`src/rtl/srw_pkg.sv`:
```
package srw_pkg;

  // field widths
  localparam int SRC_W  = 4;
  localparam int SEQ_W  = 16;
  localparam int TIME_W = 32;
  localparam int ORD_W  = 32;

  // window geometry and counter step
  localparam int WINDOW_BITS = 64;
  localparam int AGE_W       = $clog2(WINDOW_BITS);
  localparam logic [ORD_W-1:0]  REANCHOR_STEP = 32'h0001_0000;
  localparam logic [TIME_W-1:0] TTL_RESET     = 32'd60000;

  // default source count
  localparam int NUM_SOURCES_DEF = 16;

  // one source's tracker entry as held in the state memory
  typedef struct packed {
    logic [SEQ_W-1:0]       high_sequence;
    logic [TIME_W-1:0]      high_time;
    logic [WINDOW_BITS-1:0] seen_map;
    logic [ORD_W-1:0]       order_counter;
  } entry_t;

  // verdict for one request
  typedef struct packed {
    logic             accepted;
    logic             reanchored;
    logic [ORD_W-1:0] extended_order;
  } result_t;

endpackage

```
`src/rtl/srw_evt_if.sv`:
```
interface srw_evt_if;
  import srw_pkg::*;

  logic              valid;
  logic              ready;
  logic [SRC_W-1:0]  source_index;
  logic [SEQ_W-1:0]  sequence_req;
  logic [TIME_W-1:0] now_ms;
  logic              restart;

  modport source (output valid, source_index, sequence_req, now_ms, restart, input ready);
  modport sink   (input valid, source_index, sequence_req, now_ms, restart, output ready);
endinterface

```
`src/rtl/srw_res_if.sv`:
```
interface srw_res_if;
  import srw_pkg::*;

  logic             valid;
  logic             ready;
  logic             accepted;
  logic             reanchored;
  logic [ORD_W-1:0] extended_order;

  modport source (output valid, accepted, reanchored, extended_order, input ready);
  modport sink   (input valid, accepted, reanchored, extended_order, output ready);
endinterface

```
`src/rtl/srw_mem.sv`:
```
module srw_mem #(
  parameter int DEPTH = srw_pkg::NUM_SOURCES_DEF,
  parameter int AW    = 4
) (
  input  logic                 clk,
  input  logic                 we,
  input  logic [AW-1:0]        waddr,
  input  srw_pkg::entry_t      wdata,
  input  logic                 re,
  input  logic [AW-1:0]        raddr,
  output srw_pkg::entry_t      rdata
);
  import srw_pkg::*;

  entry_t mem [DEPTH];

  // write port
  always_ff @(posedge clk) begin
    if (we) begin
      mem[waddr] <= wdata;
    end
  end

  // registered read port
  always_ff @(posedge clk) begin
    if (re) begin
      rdata <= mem[raddr];
    end
  end
endmodule

```
`src/rtl/srw_update.sv`:
```
module srw_update (
  input  logic                      in_range,
  input  logic                      ent_valid,
  input  srw_pkg::entry_t           ent,
  input  logic [srw_pkg::SEQ_W-1:0]  seq,
  input  logic [srw_pkg::TIME_W-1:0] now,
  input  logic                      restart,
  input  logic [srw_pkg::TIME_W-1:0] ttl,
  output srw_pkg::entry_t           ent_next,
  output logic                      wr_en,
  output srw_pkg::result_t          res
);
  import srw_pkg::*;

  logic [SEQ_W-1:0]  lead;
  logic [SEQ_W-1:0]  age;
  logic [TIME_W-1:0] quiet;
  logic [ORD_W-1:0]  order;
  logic [ORD_W-1:0]  addend;
  logic [ORD_W-1:0]  sum;
  logic              anchor;
  logic              newer;
  logic              in_window;
  logic              ok;

  // classify the request against the stored window
  always_comb begin
    lead      = seq - ent.high_sequence;
    age       = ent.high_sequence - seq;
    quiet     = now - ent.high_time;
    order     = ent_valid ? ent.order_counter : '0;
    anchor    = in_range && (!ent_valid || restart || (quiet >= ttl));
    newer     = in_range && !anchor && (lead != '0) && !lead[SEQ_W-1];
    in_window = in_range && !anchor && !newer &&
                (age < SEQ_W'(WINDOW_BITS)) && !ent.seen_map[age[AGE_W-1:0]];
    ok        = anchor || newer || in_window;
  end

  // one adder serves the counter advance and the order of an older number
  always_comb begin
    priority if (anchor) begin
      addend = REANCHOR_STEP;
    end else if (newer) begin
      addend = ORD_W'(lead);
    end else begin
      addend = ORD_W'(0) - ORD_W'(age);
    end
    sum = order + addend;
  end

  // next entry and verdict
  always_comb begin
    ent_next = ent;
    ent_next.order_counter = order;
    priority if (anchor) begin
      ent_next.high_sequence = seq;
      ent_next.high_time     = now;
      ent_next.seen_map      = WINDOW_BITS'(1);
      ent_next.order_counter = sum;
    end else if (newer) begin
      ent_next.high_sequence = seq;
      ent_next.high_time     = now;
      ent_next.order_counter = sum;
      if (lead >= SEQ_W'(WINDOW_BITS)) begin
        ent_next.seen_map = WINDOW_BITS'(1);
      end else begin
        ent_next.seen_map = (ent.seen_map << lead[AGE_W-1:0]) | WINDOW_BITS'(1);
      end
    end else if (in_window) begin
      ent_next.seen_map = ent.seen_map | (WINDOW_BITS'(1) << age[AGE_W-1:0]);
    end else begin
      ent_next = ent;
    end
    wr_en              = ok;
    res.accepted       = ok;
    res.reanchored     = anchor;
    res.extended_order = ok ? sum : '0;
  end
endmodule

```
`src/rtl/sequence_replay_window.sv`:
```
// Channel  | Dir | Payload                                         | Handshake
// evt      | in  | source_index, sequence_req, now_ms, restart     | valid/ready
// res      | out | accepted, reanchored, extended_order            | valid/ready
// ttl      | cfg | ttl_wdata (32b)                                 | ttl_we
//
// One request per cycle sustained while results are taken. The read stage
// reads the source entry from the state memory, the update stage updates it
// and writes it back; a back-to-back request to the same source takes the
// value being written through a one-entry forward register.
// Reset (rst, synchronous) clears the per-source valid bits and the pipeline.
// A stalled result holds the update stage; requests keep flowing while the
// result register is free or being taken.
module sequence_replay_window #(
  parameter int NUM_SOURCES = srw_pkg::NUM_SOURCES_DEF
) (
  input  logic                       clk,
  input  logic                       rst,
  input  logic                       ttl_we,
  input  logic [srw_pkg::TIME_W-1:0] ttl_wdata,
  srw_evt_if.sink                    evt,
  srw_res_if.source                  res
);
  import srw_pkg::*;

  localparam int AW = (NUM_SOURCES > 1) ? $clog2(NUM_SOURCES) : 1;

  logic [TIME_W-1:0] ttl_ms;

  logic              evt_fire;
  logic              s1_adv;
  logic              s1_valid;
  logic [AW-1:0]     s1_addr;
  logic              s1_in_range;
  logic [SEQ_W-1:0]  s1_seq;
  logic [TIME_W-1:0] s1_now;
  logic              s1_restart;
  logic              fwd_sel;
  entry_t            fwd_data;
  entry_t            rd_data;
  entry_t            ent_cur;
  entry_t            ent_next;
  logic              upd_wr;
  logic              wr_en;
  result_t           upd_res;
  logic [NUM_SOURCES-1:0] vbits;
  logic              ent_valid;
  logic [AW-1:0]     evt_addr;
  logic              evt_in_range;

  // configuration register
  always_ff @(posedge clk) begin
    if (rst) begin
      ttl_ms <= TTL_RESET;
    end else if (ttl_we) begin
      ttl_ms <= ttl_wdata;
    end
  end

  // handshake
  assign s1_adv       = !res.valid || res.ready;
  assign evt.ready    = !s1_valid || s1_adv;
  assign evt_fire     = evt.valid && evt.ready;
  assign evt_addr     = AW'(evt.source_index);
  assign evt_in_range = (32'(evt.source_index) < NUM_SOURCES);
  assign wr_en        = s1_valid && s1_adv && upd_wr;

  // state memory
  srw_mem #(.DEPTH(NUM_SOURCES), .AW(AW)) u_mem (
    .clk   (clk),
    .we    (wr_en),
    .waddr (s1_addr),
    .wdata (ent_next),
    .re    (evt_fire),
    .raddr (evt_addr),
    .rdata (rd_data)
  );

  // update stage registers
  always_ff @(posedge clk) begin
    if (rst) begin
      s1_valid <= 1'b0;
      fwd_sel  <= 1'b0;
    end else if (evt.ready) begin
      s1_valid <= evt.valid;
      fwd_sel  <= wr_en && (s1_addr == evt_addr);
    end
  end

  always_ff @(posedge clk) begin
    if (evt_fire) begin
      s1_addr     <= evt_addr;
      s1_in_range <= evt_in_range;
      s1_seq      <= evt.sequence_req;
      s1_now      <= evt.now_ms;
      s1_restart  <= evt.restart;
    end
  end

  // forward the entry written on the same edge as the read
  always_ff @(posedge clk) begin
    if (wr_en) begin
      fwd_data <= ent_next;
    end
  end

  // per-source valid bits
  always_ff @(posedge clk) begin
    if (rst) begin
      vbits <= '0;
    end else if (wr_en) begin
      vbits[s1_addr] <= 1'b1;
    end
  end

  assign ent_cur   = fwd_sel ? fwd_data : rd_data;
  assign ent_valid = s1_in_range && vbits[s1_addr];

  srw_update u_update (
    .in_range  (s1_in_range),
    .ent_valid (ent_valid),
    .ent       (ent_cur),
    .seq       (s1_seq),
    .now       (s1_now),
    .restart   (s1_restart),
    .ttl       (ttl_ms),
    .ent_next  (ent_next),
    .wr_en     (upd_wr),
    .res       (upd_res)
  );

  // result register
  always_ff @(posedge clk) begin
    if (rst) begin
      res.valid <= 1'b0;
    end else if (s1_adv) begin
      res.valid <= s1_valid;
    end
  end

  always_ff @(posedge clk) begin
    if (s1_adv && s1_valid) begin
      res.accepted       <= upd_res.accepted;
      res.reanchored     <= upd_res.reanchored;
      res.extended_order <= upd_res.extended_order;
    end
  end

  // checks
  a_reject_zero: assert property (@(posedge clk) disable iff (rst)
    res.valid && !res.accepted |-> (res.extended_order == '0) && !res.reanchored)
    else $error("rejected result carries order or re-anchor flag");

  a_wr_in_stage: assert property (@(posedge clk) disable iff (rst)
    wr_en |-> s1_valid && s1_in_range)
    else $error("state write without a live in-range request");

  a_valid_after_wr: assert property (@(posedge clk) disable iff (rst)
    wr_en |=> vbits[$past(s1_addr)])
    else $error("valid bit not set after entry write");

  a_stall_hold: assert property (@(posedge clk) disable iff (rst)
    s1_valid && !s1_adv |=> s1_valid && $stable(s1_seq) && $stable(s1_addr))
    else $error("update stage lost request while stalled");
endmodule

```
`src/flat_wrapper.sv`:
```
// flat-port wrapper written by rule: the top's interface ports become plain ports
module sequence_replay_window_flat import srw_pkg::*;
#(
  parameter int NUM_SOURCES = srw_pkg::NUM_SOURCES_DEF
)
  (clk, rst, ttl_we, ttl_wdata, evt_valid, evt_source_index, evt_sequence_req, evt_now_ms, evt_restart, evt_ready, res_valid, res_accepted, res_reanchored, res_extended_order, res_ready);
  srw_evt_if evt_i ();
  srw_res_if res_i ();
  input  logic clk;
  input  logic rst;
  input  logic ttl_we;
  input  logic [srw_pkg::TIME_W-1:0] ttl_wdata;
  input wire logic [$bits(evt_i.valid)-1:0] evt_valid;
  input wire logic [$bits(evt_i.source_index)-1:0] evt_source_index;
  input wire logic [$bits(evt_i.sequence_req)-1:0] evt_sequence_req;
  input wire logic [$bits(evt_i.now_ms)-1:0] evt_now_ms;
  input wire logic [$bits(evt_i.restart)-1:0] evt_restart;
  output wire logic [$bits(evt_i.ready)-1:0] evt_ready;
  output wire logic [$bits(res_i.valid)-1:0] res_valid;
  output wire logic [$bits(res_i.accepted)-1:0] res_accepted;
  output wire logic [$bits(res_i.reanchored)-1:0] res_reanchored;
  output wire logic [$bits(res_i.extended_order)-1:0] res_extended_order;
  input wire logic [$bits(res_i.ready)-1:0] res_ready;
  assign evt_i.valid = evt_valid;
  assign evt_i.source_index = evt_source_index;
  assign evt_i.sequence_req = evt_sequence_req;
  assign evt_i.now_ms = evt_now_ms;
  assign evt_i.restart = evt_restart;
  assign evt_ready = evt_i.ready;
  assign res_valid = res_i.valid;
  assign res_accepted = res_i.accepted;
  assign res_reanchored = res_i.reanchored;
  assign res_extended_order = res_i.extended_order;
  assign res_i.ready = res_ready;
  sequence_replay_window #(.NUM_SOURCES(NUM_SOURCES)) u_core (.clk(clk), .rst(rst), .ttl_we(ttl_we), .ttl_wdata(ttl_wdata), .evt(evt_i), .res(res_i));
endmodule
```
`config.mk`:
```
export PLATFORM = sky130hd
export DESIGN_NAME = sequence_replay_window_flat
export DESIGN_NICKNAME = d
export VERILOG_FILES = /design/src/rtl/srw_pkg.sv /design/src/rtl/srw_evt_if.sv /design/src/rtl/srw_res_if.sv /design/src/rtl/srw_mem.sv /design/src/rtl/srw_update.sv /design/src/rtl/sequence_replay_window.sv /design/src/flat_wrapper.sv
export SDC_FILE = /design/constraint.sdc
export NUM_CORES = 2
export LEC_CHECK = 0
export ABC_AREA = 1
export BUFFER_PORTS_ARGS = -buffer_cell sky130_fd_sc_hd__buf_2
export CAP_MARGIN = 20
export CORE_ASPECT_RATIO = 0.9
export CORE_UTILIZATION = 45
export CTS_CLUSTER_DIAMETER = 100
export DETAILED_ROUTE_END_ITERATION = 10
export PLACE_DENSITY_LB_ADDON = 0.08
export SETUP_SLACK_MARGIN = 0.2
export SLEW_MARGIN = 5
export SYNTH_ARGS = -nofsm -noshare
export SYNTH_HDL_FRONTEND = slang
export SYNTH_SLANG_ARGS = --single-unit
```
`constraint.sdc`:
```
create_clock -name clk -period 13.3 [get_ports clk]
set_clock_uncertainty 0.1 [all_clocks]
set_input_delay 2.66 -clock clk [delete_from_list [all_inputs] [get_ports clk]]
set_output_delay 2.66 -clock clk [all_outputs]
set_load 0.005 [all_outputs]
```
Yosys cells after proc, flatten, opt, wreduce, memory -nomap -nowiden
Memories as Yosys holds them, arrays and structs flattened. A register that Yosys moved wholly into a read port is not among the register bits.
Cells that the tools add are included.
Operators by class
  add/sub/neg operators: 5
  $lt $le $gt $ge: 6
  equal/unequal tests: 1
  shift operators: 2
  muxes and demuxes: 17
  bitwise gates (word level): 2
  reductions and logical operators: 24
Operators with widths (count)
  144-bit 2-to-1 mux: 3
  32-bit 2-to-1 mux: 4
  64-bit 2-to-1 mux: 2
  64-bit OR: 1
  1-bit by 6-bit left shift with 64-bit output, first input constant: 1
  64-bit by 6-bit left shift with 64-bit output: 1
  32-bit adder: 1
  32-bit >= comparator: 1
  16-bit subtractor: 2
  32-bit subtractor: 1
  1-bit by 16-bit subtractor with 17-bit output, first input constant: 1
  16-bit by 7-bit >= comparator with 1-bit output, second input constant: 1
  16-bit by 7-bit less-than comparator with 1-bit output, second input constant: 1
  16-bit OR: 1
  16-bit nonzero test: 1
  1-bit logical AND: 10
  1-bit logical NOT: 7
  6-bit by 7-bit less-than comparator with 1-bit output, second input constant: 1
  1-bit binary-select mux with 6-bit select: 1
  1-bit logical OR: 6
  4-bit by 5-bit less-than comparator with 1-bit output, second input constant: 1
  1-bit 2-to-1 mux: 5
  1-bit binary-select mux with 4-bit select: 1
  1-bit demux with 4-bit select: 1
  other kinds (2): 2
Word-level totals
  flip-flop bits (word level): 282
  bits in writable memories: 2304
  input port bits: 90
  output and inout bits: 36
  logic and storage cells: 74
  memories: 1
Memory list
  u_core.u_mem.mem: depth 16, width 144, read ports 1, clocked after memory_dff 1, wr ports 1, line srw_mem.sv:15  | entry_t mem [DEPTH];

Depth between registers and ports, before layout
  word-level depth: 16
  mapped depth: 53
  gate-level depth less buffers: 46

Cells and area by module
A second synthesis with hierarchy kept.
Second synthesis, totals
  cells, all modules: 12467
  area total of the unflattened synthesis: 125664.3 um^2
By module, submodules not included
  srw_mem: instances 1, cells each 8724, area an instance 99994.7 um^2, seq. area each 73510.5 um^2
  srw_update: instances 1, cells each 3060, area an instance 14797.9 um^2, seq. area each 0.0 um^2
  sequence_replay_window: instances 1, cells each 683, area an instance 10871.7 um^2, seq. area each 7957.6 um^2

Worst setup path after synthesis
Ideal clock, no wire load.
  path type: reg2reg
  start point: reg u_core.fwd_sel
  end point: mem u_core.u_mem.mem[11][0] (netlist name), enable pin
  library setup time: 0.496 ns
  arrival: 7.997 ns
  data required time: 12.704 ns
  setup slack: 4.707 ns
  stages on the path, launching flop included: 37
  path buffers: 7
  clock period less this slack: 8.593 ns
  cell sequence: dfxtp_1 -> buf_2 -> buf_2 -> buf_2 -> clkbuf_1 -> buf_1 -> nand2_1 -> nand2_1 -> ha_1 -> inv_1 -> fa_1 -> nand3_1 -> nand2_1 -> nand2_1 -> a21oi_1 -> nand3_1 -> nand2_1 -> a21oi_1 -> o21ai_0 -> a21oi_1 -> o21ai_0 -> xor2_1 -> ha_1 -> nand2_1 -> nor2_1 -> nand4_1 -> nor2_1 -> nand4_1 -> nand3_1 -> nor2_1 -> inv_1 -> nor2_8 -> nand2_1 -> buf_4 -> buf_6 -> nand3_2 -> inv_1
On the way
  word-level cells in the longest chain between the ends: 15
  elaborated cells on any way between the ends: 24
  those cells by class: add/sub (3); order compare (2); mux (5); reduce/logical (14)
RTL lines
  start, declared: line sequence_replay_window.sv:37  | logic fwd_sel;
  start signal, assigned: line sequence_replay_window.sv:85  | fwd_sel <= wr_en && (s1_addr == evt_addr);
  144-bit 2-to-1 mux *: line sequence_replay_window.sv:115  | assign ent_cur = fwd_sel ? fwd_data : rd_data;
  32-bit subtractor: line srw_update.sv:30  | quiet = now - ent.high_time;
  32-bit >= comparator: line srw_update.sv:32  | anchor = in_range && (!ent_valid || restart || (quiet >= ttl));
  1-bit logical OR: line srw_update.sv:32
  1-bit logical NOT: line srw_update.sv:33, srw_update.sv:34
  1-bit logical AND (2 in series): line srw_update.sv:33  | newer = in_range && !anchor && (lead != '0) && !lead[SEQ_W-1];
  1-bit logical NOT: line srw_update.sv:34  | in_window = in_range && !anchor && !newer &&
  1-bit logical AND (2 in series): line srw_update.sv:34
  1-bit logical AND: line srw_update.sv:35  | (age < SEQ_W'(WINDOW_BITS)) && !ent.seen_map[age[AGE_W-1:0]];
  1-bit logical OR *: line srw_update.sv:36  | ok = anchor || newer || in_window;
  net u_core.u_update.wr_en: line srw_update.sv:10  | output logic wr_en,
  1-bit logical AND *: line sequence_replay_window.sv:65  | assign wr_en = s1_valid && s1_adv && upd_wr;
  1-bit 2-to-1 mux *: line srw_mem.sv:19  | if (we) begin
  1-bit 2-to-1 mux (implied by the code) *: line srw_mem.sv:20  | mem[waddr] <= wdata;
  end, declared: line srw_mem.sv:15
Mark *: on every way through the listed nets, which the timed path passes. The rest lies on a longest branch. The select of a mux whose other input is x is not followed.

==> summary.md <==
| Metric | Value |
|---|---|
| Vias per inst | roughly 6.0 |
| Grt met2 use | 0.436 |
| First-pass detailed-route iteration total | 6 |
| DR iter-0 viols | 9302 |
| GRT overflow | 0 |
| Final ANT Viol Nets | 0 |
| Clock Sinks | 2730 |
| Top-count cell post-synth | edfxtp_1 |
| CTS Hold Bufs | 0 |
| Initial core utilization | 0.453 |
| Vias in the first global route | roughly 78000 |
| CTS root buf | clkbuf_16 |
| Fin crit share | 0.767 |
| Die width | 540 microns |
| Dpl hpwl | 209 mm |
| Relative slew margins | 0.225 |
| Status | finished, final reports clean |
| Final hold slack | approximately 0.36 ns |
| WL per Instance | 27.8 microns |
| WP data required | 13.75 ns |
| Max capacitance violation total | 0 |
| FMAX | 0.0980 GHz |
| Final WL | roughly 380 mm |
| Final instance area | between 0.1 and 0.15 sq mm |
| Htree depth | 5 |
| Hold crit path type | flop to flop |
| Area of the multi-input gates | roughly 0.032 sq mm |
| Die Y | roughly 490 microns |
| WHS Path Cells | 2 |
| Setup bufs post-CTS | 0 |
| Met3 Use GR | 0.0332 |
| DRC Markers | 0 |
| RSZ-0062 raised after global routing | no |
| # fillers | between 20000 and 25000 |
| First-pass GRT wire length | 545 mm |
| Setup crit start kind | flop |
| Pleak | roughly 45 nW |
| Critical Path Slowest Stage Cell | dfxtp_4 |
| Yosys reg bits | roughly 2700 |
| Register area | 0.0815 sq mm |
| CTS tree | built |
| Ports | 126 |
| Final hold violations | 0 |
| Ratio of cells with drive above 1 in the final layout | 0.0845 |
| Area contributors post-synth | edfxtp_1, o21ai_0, nor2_1 |
| Antenna violations before repair | 21 |
| Cell count after synthesis | between 9000 and 10000 |
| Clk Latency, worst-skew pair | 0.88 ns |
| Most Crowded Layer GR | met2 |
| Tot GR Track Use | 0.281 |
| Worst Tran Pin Value | 1.16 ns |
| Crit path time final | slightly above 10 ns |
| Max Root-Sink Buffers | 4 |
| Top post-synthesis cells by count | edfxtp_1, nor2_1, o21ai_0 |
| Post-synth cell types | 55 |
| Area leader, netlist | edfxtp_1 |
| Dpl cell area | 0.122 sq mm |
| Crit path max fanout | 34 |
| Fin Setup TNS | 0 ns |
| Largest net degree at the start of global routing | between 200 and 250 |
| Ys flop type | edfxtp_1 |
| Sequential area share after synthesis | 0.695 |
| Post-synth EDFFs | 2679 |
| Syn Std Cell Area | 0.117 sq mm |
| Post-layout nets | between 10000 and 15000 |
| Die ar. | 0.263 sq mm |
| Count of pins over their slew limit | 0 |
| Synth top area share | 0.686 |
| Async SR Flop Fraction | 0 |
| Reg2reg path depth | 38 |
| Post-cts sizing count | 0 |
| Gpl congestion | 0.946 |
| Rows | around 180 |
| Crit path DAT | 10.65 ns |
| Syn. warnings | 0 |
| Syn avg cell area | 11.8 sq um |
| Syn Nets | 10200 |
| Power Density | around 150 mW/mm^2 |
| Met1 Use GR | 0.418 |
| Peak VDD IR | between 0.1 and 0.15 mV |
| Core ar. | 0.259 sq mm |
| Clock-pin slew on the worst setup and hold paths | 0.06 ns |
| Area grow syn2layout | 11.5% |
| Setup CP Type | flop to flop |
| Cts bufs inserted | 293 |
| CP Capture Type | flop |
| Final setup fails | 0 |
| Port Buf Inserts | 125 |
| Routed vias | 81800 |
| Max stage delay on crit path | between 0.6 and 0.7 ns |
## power by group
part           internal [mW]  leakage (nW)  total (mW)  switching (mW)
combinational          0.571          14.9        2.23            1.65
clock                   4.45          4.40        7.79            3.34
sequential              9.54          26.1        9.59          0.0565
## cells by family (layout without fill, tap and decap cells)
group                      after synthesis  in the layout  synth area share
AOI/OAI and AO/OA                     2678           2678             0.132
xor gates and xnor gates                86             86           0.00668
adders and majority gates              135            135            0.0147
buffers and inverters                 1045           1231            0.0348
DFF                                   2730           2730             0.695
muxes                                   70             70           0.00598
other                                    0              5                 0
and+or+nand+nor                       3210           3210             0.111
## final timing paths
kind              slack (ns)                  end             from
setup / recovery        3.10  u_core.fwd_data[20]   u_core.fwd_sel
hold / removal          0.36      u_core.vbits[8]  u_core.vbits[8]
setup reg to reg        3.10  u_core.fwd_data[20]   u_core.fwd_sel
hold reg to reg         0.36      u_core.vbits[8]  u_core.vbits[8]
## final cells by class
class	instances	share of cell area
Antenna cell	5	0.0000957
Clock buffer	384	0.0610
Clock inverter	132	0.00794
Inverter	376	0.0121
Multi-Input combinational cell	6179	0.244
Sequential cell	2730	0.623
Tap cell	3401	0.0326
Timing Repair Buffer	339	0.0192
## cell usage in the layout, fill, tap and decap left out, types with 59 or more instances in the layout
master	instances
clkbuf_16	304
o21ai_0	1492
clkinv_1	59
a21oi_1	231
buf_2	121
o22ai_1	418
mux2i_1	70
buf_4	196
nand3_1	419
clkbuf_1	74
edfxtp_1	2679
inv_1	333
o211ai_1	170
nand2_1	996
nor2_1	1619
o221ai_1	234
ha_1	130
## stage by stage
stage	setup WS (ns)	util	power (mW)	std cells
6_report	3.10	0.505	19.6	13500
3_3_place_gp	3.25	0.470	11.9	13000
3_5_place_dp	3.15	0.470	11.9	13000
4_1_cts	3.13	0.505	19.7	13500
5_1_grt	2.22	0.505	20.2	13500
2_1_floorplan	4.71	-	11.1	9954
## layer usage
| metal | routed length (microns) | vias to the layer above |
|---|---|---|
| li1 | - | 36500 |
| met1 | 170000 | 41400 |
| met2 | 170000 | 3382 |
| met3 | 26300 | 581 |
| met4 | 9960 | 2 |
| met5 | 13 | - |
## worst max-delay path: cells and delay by family (launching register included)
kind / cells / cell delay (ns)
AOI/OAI and AO/OA: 16 / 3.70
buffers and inverters: 6 / 1.91
and+or+nand+nor: 10 / 1.69
adders and majority gates: 3 / 0.91
DFF: 1 / 0.63
muxes: 1 / 0.44
xor gates and xnor gates: 2 / 0.37
## flip-flops by register name, summed over array words and instances, names as in the netlist
register,count
u_core.fwd_data,144
u_core.fwd_sel,1
u_core.res.accepted,1
u_core.res.extended_order,32
u_core.res.reanchored,1
u_core.res.valid,1
u_core.s1_addr,4
u_core.s1_now,32
u_core.s1_restart,1
u_core.s1_seq,16
u_core.s1_valid,1
u_core.ttl_ms,32
u_core.u_mem.mem,2304
u_core.u_mem.rdata,144
u_core.vbits,16
Note: power is estimated with default switching activity, not from simulation.
